$ cat src/sv/srfm_pkg.sv
// ----------------------------------------------------------------------------
// srfm_pkg
// Shared types and constants for the streaming first-match replace block.
// ----------------------------------------------------------------------------
package srfm_pkg;

  localparam int MAX_PATTERN = 8;   // pattern and replacement bytes, at most
  localparam int MAX_HELD    = 7;   // bytes that can wait for a match decision
  localparam int WIN_BYTES   = MAX_HELD + 1;

  // configuration register indexes
  localparam logic [1:0] REG_PATTERN_BYTES      = 2'd0;
  localparam logic [1:0] REG_PATTERN_LENGTH     = 2'd1;
  localparam logic [1:0] REG_REPLACEMENT_BYTES  = 2'd2;
  localparam logic [1:0] REG_REPLACEMENT_LENGTH = 2'd3;

  typedef logic [WIN_BYTES-1:0][7:0] srfm_window_t;

  typedef struct packed {
    logic [8*MAX_PATTERN-1:0] pattern_bytes;
    logic [3:0]               pattern_length;
    logic [8*MAX_PATTERN-1:0] replacement_bytes;
    logic [3:0]               replacement_length;
  } srfm_cfg_t;

  // everything one input word produces
  typedef struct packed {
    logic [3:0]                 n;           // result words, 0..8
    logic [MAX_PATTERN-1:0][7:0] bytes;
    logic                       carry;       // 0 only for the end-only marker
    logic                       done;        // stream ends on the last result
    logic [2:0]                 held_next;
    logic                       replaced_next;
  } srfm_result_t;

endpackage

$ cat src/sv/srfm_match.sv
// ----------------------------------------------------------------------------
// srfm_match
// Single-pass match logic: longest held suffix that is a pattern prefix,
// and the result words for one input byte.
// ----------------------------------------------------------------------------
module srfm_match (
  input  srfm_pkg::srfm_cfg_t    cfg,
  input  srfm_pkg::srfm_window_t win,        // win[7] is the new byte
  input  logic [2:0]             held_count,
  input  logic                   replaced,
  input  logic                   eos,
  output srfm_pkg::srfm_result_t res
);

  logic [3:0] plen;
  logic [3:0] rlen;
  logic [3:0] len;
  logic [3:0] s_best;
  logic       bypass;
  logic       hit;
  logic [srfm_pkg::WIN_BYTES:1] ok;

  assign plen   = (cfg.pattern_length > 4'd8) ? 4'd8 : cfg.pattern_length;
  assign rlen   = (cfg.replacement_length > 4'd8) ? 4'd8 : cfg.replacement_length;
  assign len    = {1'b0, held_count} + 4'd1;
  assign bypass = replaced || (plen == 4'd0);

  // suffix of length s ends at win[7]; window is right-aligned
  always_comb begin
    logic eq;
    for (int s = 1; s <= srfm_pkg::WIN_BYTES; s++) begin
      eq = 1'b1;
      for (int i = 0; i < s; i++) begin
        if (win[srfm_pkg::WIN_BYTES - s + i] != cfg.pattern_bytes[8*i +: 8])
          eq = 1'b0;
      end
      ok[s] = eq && (4'(s) <= len) && (4'(s) <= plen);
    end
  end

  always_comb begin
    s_best = 4'd0;
    for (int s = 1; s <= srfm_pkg::WIN_BYTES; s++) begin
      if (ok[s])
        s_best = 4'(s);
    end
  end

  assign hit = (s_best == plen);

  always_comb begin
    logic [3:0] lead;
    lead              = len - s_best;
    res.carry         = 1'b1;
    res.done          = eos;
    res.held_next     = 3'd0;
    res.replaced_next = 1'b0;
    res.n             = 4'd0;
    res.bytes         = '0;
    if (bypass) begin
      res.n             = 4'd1;
      res.bytes[0]      = win[srfm_pkg::WIN_BYTES-1];
      res.replaced_next = replaced && !eos;
    end else if (hit) begin
      res.n             = rlen;
      res.bytes         = cfg.replacement_bytes;
      res.replaced_next = !eos;
      if (eos && rlen == 4'd0) begin
        res.n     = 4'd1;
        res.carry = 1'b0;
      end
    end else begin
      // held bytes plus the new one, oldest first; an end flushes them all
      for (int k = 0; k < srfm_pkg::MAX_PATTERN; k++)
        res.bytes[k] = win[3'(4'(k) - len)];
      res.n         = eos ? len : lead;
      res.held_next = eos ? 3'd0 : s_best[2:0];
    end
  end

endmodule

$ cat src/sv/stream_replace_first_match_unit.sv
// ----------------------------------------------------------------------------
// stream_replace_first_match_unit
// Streaming find-and-replace of the first pattern match in a byte stream.
// ----------------------------------------------------------------------------
// A result word passes through the input register and then the result buffer;
// out_valid shows it, and the receiver takes it while out_stall is low.
// Throughput: one input word per cycle while each yields at most one result and
// out_stall stays low; a word with more results holds the buffer until all are taken.
// Reset clears configuration, held count, replaced flag and both valids.
module stream_replace_first_match_unit (
  input  logic        clk,
  input  logic        rst,
  input  logic        cfg_we,
  input  logic [1:0]  cfg_index,
  input  logic [63:0] cfg_data,
  input  logic        in_valid,
  output logic        in_stall,
  input  logic [7:0]  data_byte,
  input  logic        end_of_stream,
  output logic        out_valid,
  input  logic        out_stall,
  output logic [7:0]  out_byte,
  output logic        carries_data,
  output logic        stream_done
);

  srfm_pkg::srfm_cfg_t    cfg;
  srfm_pkg::srfm_window_t win;
  srfm_pkg::srfm_result_t res;

  logic [srfm_pkg::MAX_HELD-1:0][7:0] hist;   // hist[6] newest
  logic [2:0] held_count;
  logic       replaced;

  logic       iv;
  logic [7:0] idata;
  logic       ieos;

  logic                                res_valid;
  logic [3:0]                          res_n;
  logic [2:0]                          rd;
  logic [srfm_pkg::MAX_PATTERN-1:0][7:0] res_bytes;
  logic                                res_carry;
  logic                                res_done;

  logic last;
  logic out_take;
  logic buf_free;
  logic consume;
  logic pat_write;

  assign win = {idata, hist};

  srfm_match u_match (
    .cfg        (cfg),
    .win        (win),
    .held_count (held_count),
    .replaced   (replaced),
    .eos        (ieos),
    .res        (res)
  );

  assign last      = ({1'b0, rd} == (res_n - 4'd1));
  assign out_take  = res_valid && !out_stall;
  assign buf_free  = !res_valid || (out_take && last);
  assign consume   = iv && buf_free;
  assign in_stall  = iv && !consume;
  assign pat_write = cfg_we &&
                     (cfg_index inside {srfm_pkg::REG_PATTERN_BYTES,
                                        srfm_pkg::REG_PATTERN_LENGTH});

  assign out_valid    = res_valid;
  assign out_byte     = res_carry ? res_bytes[rd] : 8'd0;
  assign carries_data = res_carry;
  assign stream_done  = res_done && last;

  always_ff @(posedge clk) begin
    if (rst) begin
      cfg        <= '0;
      held_count <= 3'd0;
      replaced   <= 1'b0;
      iv         <= 1'b0;
      res_valid  <= 1'b0;
      rd         <= 3'd0;
      res_n      <= 4'd0;
      res_carry  <= 1'b0;
      res_done   <= 1'b0;
    end else begin
      if (consume && res.n != 4'd0) begin
        res_valid <= 1'b1;
        rd        <= 3'd0;
        res_n     <= res.n;
        res_carry <= res.carry;
        res_done  <= res.done;
      end else if (out_take) begin
        if (last)
          res_valid <= 1'b0;
        else
          rd <= rd + 3'd1;
      end
      // a pattern rewrite drops the held bytes
      if (pat_write)
        held_count <= 3'd0;
      else if (consume)
        held_count <= res.held_next;
      if (consume)
        replaced <= res.replaced_next;
      if (!iv || consume)
        iv <= in_valid;
      if (cfg_we) begin
        case (cfg_index)
          srfm_pkg::REG_PATTERN_BYTES:      cfg.pattern_bytes      <= cfg_data;
          srfm_pkg::REG_PATTERN_LENGTH:     cfg.pattern_length     <= cfg_data[3:0];
          srfm_pkg::REG_REPLACEMENT_BYTES:  cfg.replacement_bytes  <= cfg_data;
          srfm_pkg::REG_REPLACEMENT_LENGTH: cfg.replacement_length <= cfg_data[3:0];
          default: ;
        endcase
      end
    end
  end

  // payload, no reset
  always_ff @(posedge clk) begin
    if ((!iv || consume) && in_valid) begin
      idata <= data_byte;
      ieos  <= end_of_stream;
    end
    if (consume) begin
      hist <= {idata, hist[srfm_pkg::MAX_HELD-1:1]};
      if (res.n != 4'd0)
        res_bytes <= res.bytes;
    end
  end

  a_rd_in_range: assert property (@(posedge clk) disable iff (rst)
    res_valid |-> ({1'b0, rd} < res_n))
    else $error("result read index past word count");

  a_replaced_no_hold: assert property (@(posedge clk) disable iff (rst)
    replaced |-> (held_count == 3'd0))
    else $error("bytes held after replacement");

  a_end_clears: assert property (@(posedge clk) disable iff (rst)
    (consume && ieos && !cfg_we) |=> (held_count == 3'd0 && !replaced))
    else $error("stream state not cleared at end of stream");

  a_marker_alone: assert property (@(posedge clk) disable iff (rst)
    (res_valid && !res_carry) |-> (res_n == 4'd1 && res_done))
    else $error("end-only marker not a single final word");

endmodule

$ cat config.mk
export PLATFORM = sky130hd
export DESIGN_NAME = stream_replace_first_match_unit
export DESIGN_NICKNAME = d
export VERILOG_FILES = /design/src/sv/srfm_pkg.sv /design/src/sv/srfm_match.sv /design/src/sv/stream_replace_first_match_unit.sv
export SDC_FILE = /design/constraint.sdc
export NUM_CORES = 1
export LEC_CHECK = 0
export BUFFER_PORTS_ARGS = -buffer_cell sky130_fd_sc_hd__buf_2
export CORE_ASPECT_RATIO = 1.4
export CORE_MARGIN = 5
export CORE_UTILIZATION = 58
export CTS_BUF_LIST = sky130_fd_sc_hd__clkbuf_8
export CTS_CLUSTER_DIAMETER = 40
export DETAILED_ROUTE_END_ITERATION = 8
export PLACE_DENSITY_LB_ADDON = 0.2
export RECOVER_POWER = 50
export SLEW_MARGIN = 10
export SYNTH_ARGS = -nofsm -noshare
export SYNTH_HDL_FRONTEND = slang
export SYNTH_SLANG_ARGS = --single-unit
$ cat constraint.sdc
create_clock -name clk -period 5.65 [get_ports clk]
set_input_delay 1.13 -clock clk [delete_from_list [all_inputs] [get_ports clk]]
set_output_delay 1.13 -clock clk [all_outputs]
set_load 0.01 [all_outputs]
---- Word-level counts from Yosys, hierarchy flattened ----
Index checks and enable logic that the tools add are counted.
word-level totals
  register bits ........................... 280
operators by class
  $add $sub $neg .......................... 12
  order comparisons ....................... 27
  equality and inequality tests ........... 41
  multiplexer cells ....................... 81
  bitwise operators ....................... 1
  reduce and logical (&&, ||, !) cells .... 50
operator list
  kind                                                            number
  != test 8 bit                                                   36
  binary-select mux 8 bit (select 3 bit)                          9
  two-way mux 8 bit                                               11
  two-way mux 68 bit                                              1
  two-way mux 1 bit                                               45
  < comparator 3 x 4 -> 1 bit (second input constant)             9
  less-or-equal comparator 3 x 4 -> 1 bit (first input constant)  8
  logical AND 1 bit                                               26
  two-way mux 4 bit                                               6
  two-way mux 3 bit                                               7
  less-or-equal comparator 2 x 4 -> 1 bit (first input constant)  4
  AND reduction 2 bit                                             7
  subtractor 3 bit (first input constant)                         4
  greater-than comparator 4 bit (second input constant)           2
  less-or-equal comparator 1 x 4 -> 1 bit (first input constant)  2
  less-or-equal comparator 4 bit (first input constant)           2
  zero test 4 bit                                                 2
  nonzero test 2 bit                                              3
  subtractor 1 x 3 -> 3 bit (first input constant)                2
  subtractor 2 x 3 -> 3 bit (first input constant)                2
  zero test 1 bit                                                 5
  adder 3 x 1 -> 4 bit (second input constant)                    1
  equality test 2 bit (second input constant)                     2
  equality test 3 x 4 -> 1 bit                                    1
  11 further kinds                                                15

---- Logic depth before layout (Yosys ltp) ----
  depth after elaboration ................. 20
  mapped depth ............................ 27
  gate-level depth less buffers ........... 23

---- Cells and area by module ----
From an unflattened synthesis, not the netlist that was laid out.
unflattened totals
  cells, all modules ...................... 1929
  area, all modules ....................... 18103.6 um2
by module, submodules not included
  module                           times used  cells each  area an instance (um2)
  stream_replace_first_match_unit  1           846         9836.9
  srfm_match                       1           1083        8266.7

---- Worst setup path after synthesis ----
No wires, ideal clock.
  path kind ............................... flip-flop to flip-flop
  start ................................... register held_count[0]
  end ..................................... register res_n[3]
  arrival time ............................ 6.138 ns
  data required time ...................... 5.528 ns
  path slack .............................. -0.610 ns
  cell stages (with the launch flop) ...... 25
  clock period less this slack ............ 6.260 ns
  cells stage by stage .................... dfxtp_1 buf_2 buf_1 inv_1 clkbuf_1 ha_1 clkbuf_1 inv_1 clkbuf_1 ha_1 nand2b_1 a21o_1 nor2_1 nand4_1 o211ai_1 nand3_1 inv_1 ha_1 fa_1 nor2b_1 a32oi_1 nor3_1 mux2_4 o21ai_4 mux2_4
between the ends
  word-level cells in the longest chain between the ends .. 18
  elaborated cells between the ends (all ways) .. 40
  those cells by class .................... add/sub: 2; order compare: 8; eq/ne: 1; mux: 11; reduce/logical: 18
RTL lines
  element                                  RTL line                                source
  start: declaration                       stream_replace_first_match_unit.sv:32   logic [2:0] held_count;
  start signal: assignment                 stream_replace_first_match_unit.sv:105  held_count <= res.held_next;
  adder 3 x 1 -> 4 bit (*)                 srfm_match.sv:25                        assign len = {1'b0, held_count} + 4'd1;
  less-or-equal comparator 1 x 4 -> 1 bit  srfm_match.sv:37                        ok[s] = eq && (4'(s) <= len) && (4'(s) <= plen);
  logical AND 1 bit (2 in a row)           srfm_match.sv:37
  two-way mux 1 bit                        srfm_match.sv:44                        if (ok[s])
  two-way mux 2 bit (2 in a row)           srfm_match.sv:44
  two-way mux 3 bit (4 in a row)           srfm_match.sv:44
  two-way mux 4 bit                        srfm_match.sv:44
  subtractor 4 bit                         srfm_match.sv:53                        lead = len - s_best;
  two-way mux 4 bit                        srfm_match.sv:76                        res.n = eos ? len : lead;
  two-way mux 68 bit (*)                   srfm_match.sv:64                        end else if (hit) begin
  two-way mux 4 bit (*)                    srfm_match.sv:60                        if (bypass) begin
  nonzero test 4 bit                       stream_replace_first_match_unit.sv:89   if (consume && res.n != 4'd0) begin
  logical AND 1 bit                        stream_replace_first_match_unit.sv:89
  end signal: assignment                   stream_replace_first_match_unit.sv:92   res_n <= res.n;
  end: declaration                         stream_replace_first_match_unit.sv:40   logic [3:0] res_n;
Every way passes the cells marked *; elsewhere a longest branch is shown, timed or not.
A chain may end at the register's enable or synchronous reset.

---- Worst setup path after layout ----
  start ................................... register hist[27] in the netlist's numbering
  end ..................................... register res_bytes[17] in the netlist's numbering, enable pin
between the ends
  word-level cells in the longest chain between the ends .. 18
  elaborated cells between the ends (all ways) .. 43
  those cells by class .................... add/sub: 1; eq/ne: 5; mux: 27; reduce/logical: 10
RTL lines
  element                            RTL line                                source
  start: declaration                 stream_replace_first_match_unit.sv:31   logic [srfm_pkg::MAX_HELD-1:0][7:0] hist;
  start signal: assignment           stream_replace_first_match_unit.sv:129  hist <= {idata, hist[srfm_pkg::MAX_HELD-1:1]};
  != test 8 bit                      srfm_match.sv:34                        if (win[srfm_pkg::WIN_BYTES - s + i] != cfg.pattern_bytes[8*i +: 8])
  two-way mux 1 bit (5 in a row)     srfm_match.sv:34
  logical AND 1 bit (2 in a row)     srfm_match.sv:37
  two-way mux 3 bit (3 in a row)     srfm_match.sv:44
  two-way mux 4 bit (*)              srfm_match.sv:44
  subtractor 4 bit                   srfm_match.sv:53
  two-way mux 4 bit                  srfm_match.sv:76
  two-way mux 68 bit (*)             srfm_match.sv:64
  two-way mux 4 bit (*)              srfm_match.sv:60
  nonzero test 4 bit (*)             stream_replace_first_match_unit.sv:130  if (res.n != 4'd0)
  AND reduction 2 bit (no line) (*)  --
  end signal: assignment             stream_replace_first_match_unit.sv:131  res_bytes <= res.bytes;
  end: declaration                   stream_replace_first_match_unit.sv:42   logic [srfm_pkg::MAX_PATTERN-1:0][7:0] res_bytes;
Marked as above.

==> results_dict.tcl <==
set metrics [dict create \
    outcome "finished with violations" \
    failed_checks "max-capacitance violations, max-slew violations" \
    drcViolationCount 0 \
    grt_busiest_layer "met2" \
    grtUsageTotal_pct 41.3 \
    die_h_um 215 \
    core_area_um2 29800 \
    clockBufferDepth 3 \
    period_needed_ns 5.48 \
    crit_fanout 16 \
    internal_power_mw 3.52 \
    grt_first_pass_wirelength_mm 102 \
    vias_per_cell 6.51 \
    drv_cap 3 \
    met2_usage_pct 64.9 \
    final_area_um2 19300 \
    finalSetupViolCount 0 \
    grt_util_met1_pct 49.9 \
    dp_worst_setup_slack_ns 0.360 \
    numCtsBuffers 48 \
    seq_area_frac_synth_pct 39.4 \
    setup_ws_ns 0.172 \
    synth_compound_area_share_pct 10.6 \
    clock_power_share_pct 39.0 \
    nNetsFinal 2067 \
    io_pins 92 \
    layout-drive-gt1-share_pct 14.4 \
    drt-total-wl_mm 71.0 \
    hold_viol_final 0 \
    first_pass_iters 6 \
    muxShareOfSynthArea_pct 13.6 \
    rsz0062_at_grt "false" \
    syn_nets 2034 \
    portBuffers 91 \
    start_util_pct 58.6 \
    slew_violations 132 \
    seqPwrFrac_pct 47.3 \
    critPathKind "flip-flop to flip-flop" \
    comb_power_share_pct 13.6 \
    synth_fa_ha_area_share_pct 0.830 \
    fin_crit_sh_pct 97.0 \
    htree_levels 2 \
    wl_per_cell_um 29.6 \
    avgSynthCellArea_um2 9.00 \
    power.total_mw 5.01 \
    synthXorXnorAreaFrac_pct 13.3 \
    diodes 0 \
    worstSkewPairLatency_ns 0.61 \
    dieArea_um2 33800 \
    startpoint "hist[27]$_DFFE_PP_" \
    holdCritPathClass "flip-flop to flip-flop" \
    dp_hpwl_mm 53.8 \
    synth_top_family_by_area "simple AND/OR/NAND/NOR gates" \
    antenna_found_initial 0 \
    synth_edf_count 129 \
    syn_inst 1943 \
    hp-start "cfg[38]$_SDFFE_PP0P_" \
    max-vdd-ir-drop_v 0.000223 \
    swShare_pct 29.8 \
    grt_max_degree 106 \
    leakagePower_nw 7.53 \
    ctsResizeCount 0 \
    synth-async-reset-ratio_pct 0 \
    switching_power_mw 1.49 \
    cts_root_buffer "clkbuf_8" \
    worst_slew_pin_slew_ns 2.93 \
    grt_pass1_vias 15000 \
    cts_hold_buf 0 \
    worst_setup_path_start_kind "flip-flop" \
    ys_ff_latch 280 \
    met3_usage_pct 7.96 \
    fill_cells 2536 \
    power_density_nw_per_um2 260 \
    cts.sink_count 280 \
    worstPathArrival_ns 5.79 \
    gp_congestion 1.11 \
    finalSetupTns_ns 0 \
    clk_pin_slew_worst_paths_ns 0.06 \
    drt.antenna.violating_nets 0 \
    cp-end-kind "flip-flop" \
    cts_tree "done" \
    fmax_mhz 183 \
    r2r_start "hist[27]$_DFFE_PP_" \
    cts_setup_buffers 0 \
    fp.dieW_um 157 \
    required_ns 5.96 \
    area_growth_pct 10.2 \
    drt_iter0_drc 2170 \
    yosysWarnings 0 \
    synth_area_um2 17500 \
    via_count 15600 \
    placed_cell_area_um2 18300 \
    yosys.area_share.simple_pct 17.0 \
    num_rows 75 \
    synthFlopType "dfxtp_1" \
    grt_overflow_total 0 \
    skew_ns 0.0209 \
    slew_headroom_pct -95.6 \
    ys_types 63 \
]
stage by stage:
stage               utilization, %  hold WS (ns)  std cells
global route                  64.5         0.477       2401
floorplan                        -         0.421       1943
detailed placement            61.4         0.449       2311
finish                        64.5         0.458       2401
CTS                           64.8         0.457       2401
global placement              61.4         0.444       2311
power groups by stage:
stage | Combinational (mW) | Clock (mW) | Sequential [mW]
after floorplan | 0.483 | 0 | 2.29
after CTS | 0.667 | 1.96 | 2.36
final | 0.682 | 1.96 | 2.37
after global placement | 0.654 | 0 | 2.40
after global routing | 0.722 | 2.07 | 2.37
after detailed placement | 0.662 | 0 | 2.41
synthesized netlist by cell type, types with 4 or more instances:
| master | count | area, µm² |
|---|---|---|
| nor2b_1 | 37 | 231 |
| nor2_1 | 135 | 507 |
| nor4_1 | 45 | 282 |
| mux2i_1 | 146 | 1460 |
| o31ai_1 | 4 | 30.0 |
| o21ai_0 | 34 | 170 |
| clkbuf_1 | 126 | 473 |
| nand2_1 | 310 | 1160 |
| mux2_2 | 15 | 169 |
| buf_4 | 5 | 37.5 |
| mux4_2 | 32 | 721 |
| dfxtp_1 | 151 | 3020 |
| buf_1 | 15 | 56.3 |
| inv_1 | 34 | 128 |
| edfxtp_1 | 129 | 3870 |
| nor3_1 | 17 | 85.1 |
| o22ai_1 | 9 | 56.3 |
| buf_2 | 40 | 200 |
| o211a_1 | 5 | 50.1 |
| xor2_1 | 142 | 1240 |
| nor3b_1 | 4 | 30.0 |
| a21oi_1 | 206 | 1030 |
| ha_1 | 10 | 125 |
| xnor2_1 | 123 | 1080 |
| and2_1 | 17 | 106 |
| nand4_1 | 35 | 219 |
| a211oi_1 | 19 | 143 |
| nand2b_1 | 22 | 138 |
| nand3_1 | 14 | 70.1 |
| o2111ai_1 | 4 | 35.0 |
path summary, 6_finish.rpt:
path / to / slack, ns / cells past startpoint
setup / recovery: res_bytes[17]$_SDFFCE_PP0P_ / 0.17 / 16
hold / removal: cfg[38]$_SDFFE_PP0P_ / 0.46 / 2
setup reg to reg: res_bytes[17]$_SDFFCE_PP0P_ / 0.17 / 16
hold reg to reg: cfg[38]$_SDFFE_PP0P_ / 0.46 / 2
registers in the layout, summed over array words and instances (netlist names):
signal	flops
carries_data	1
cfg	136
held_count	3
hist	56
idata	8
ieos	1
iv	1
out_valid	1
rd	3
replaced	1
res_bytes	64
res_done	1
res_n	4
layer usage:
| layer | share of wire [%] | vias up |
|---|---|---|
| met5 | 0 | - |
| li1 | - | 6769 |
| met4 | 9.6 | 0 |
| met1 | 35 | 7449 |
| met3 | 9.2 | 357 |
| met2 | 46 | 1060 |
worst max-delay path: stages, from the launching register on:
cell and delay (ns):
edfxtp_1 0.41, clkbuf_1 0.72, nor2b_1 0.11, a2111o_1 0.33, nor4_1 0.28, nand4_1 0.40, nand2b_1 0.48, nand3_1 0.21
inv_1 0.06, ha_1 0.20, fa_1 0.42, nor2b_1 0.15, a32oi_1 0.20, nor3_1 0.07, mux2_4 0.30, o21ai_4 0.54
buf_4 0.26
layout make-up:
class | instances | area (µm²) | share of cell area (%)
sequential | 280 | 6900 | 35.8
inverter | 35 | 131 | 0.682
multi-input combinational | 1438 | 9690 | 50.3
timing repair buffer | 173 | 1040 | 5.39
tap | 385 | 482 | 2.50
clock inverter | 35 | 258 | 1.34
clock buffer | 55 | 757 | 3.93
kinds of logic after synthesis:
kind of cell               count (synthesis)
buffers and inverters                    225
and+or+nand+nor                          652
AOI/OAI and AO/OA                        315
adders and majority gates                 11
muxes                                    195
DFF                                      280
xor gates and xnor gates                 265
cells in the final DEF, fill, tap and decap left out, types with 4 or more instances in the layout:
master,count
o31ai_1,4
dfxtp_1,150
clkbuf_1,23
nand3_1,14
o211a_1,5
edfxtp_1,129
a21oi_1,206
xor2_1,141
clkinvlp_4,4
nand4_1,35
nand2b_1,21
inv_1,45
nor2_1,133
a211oi_1,19
and2_1,17
mux2i_1,146
nand2_1,310
clkinv_1,6
buf_4,62
o21ai_0,34
clkinv_2,4
o2111ai_1,4
nor2b_1,37
buf_2,85
o22ai_1,9
mux4_2,32
clkbuf_8,55
nor3b_1,4
xnor2_1,123
mux2_2,15
nor3_1,17
ha_1,9
nor4_1,45
No activity file was read; power rests on OpenSTA's default activity.
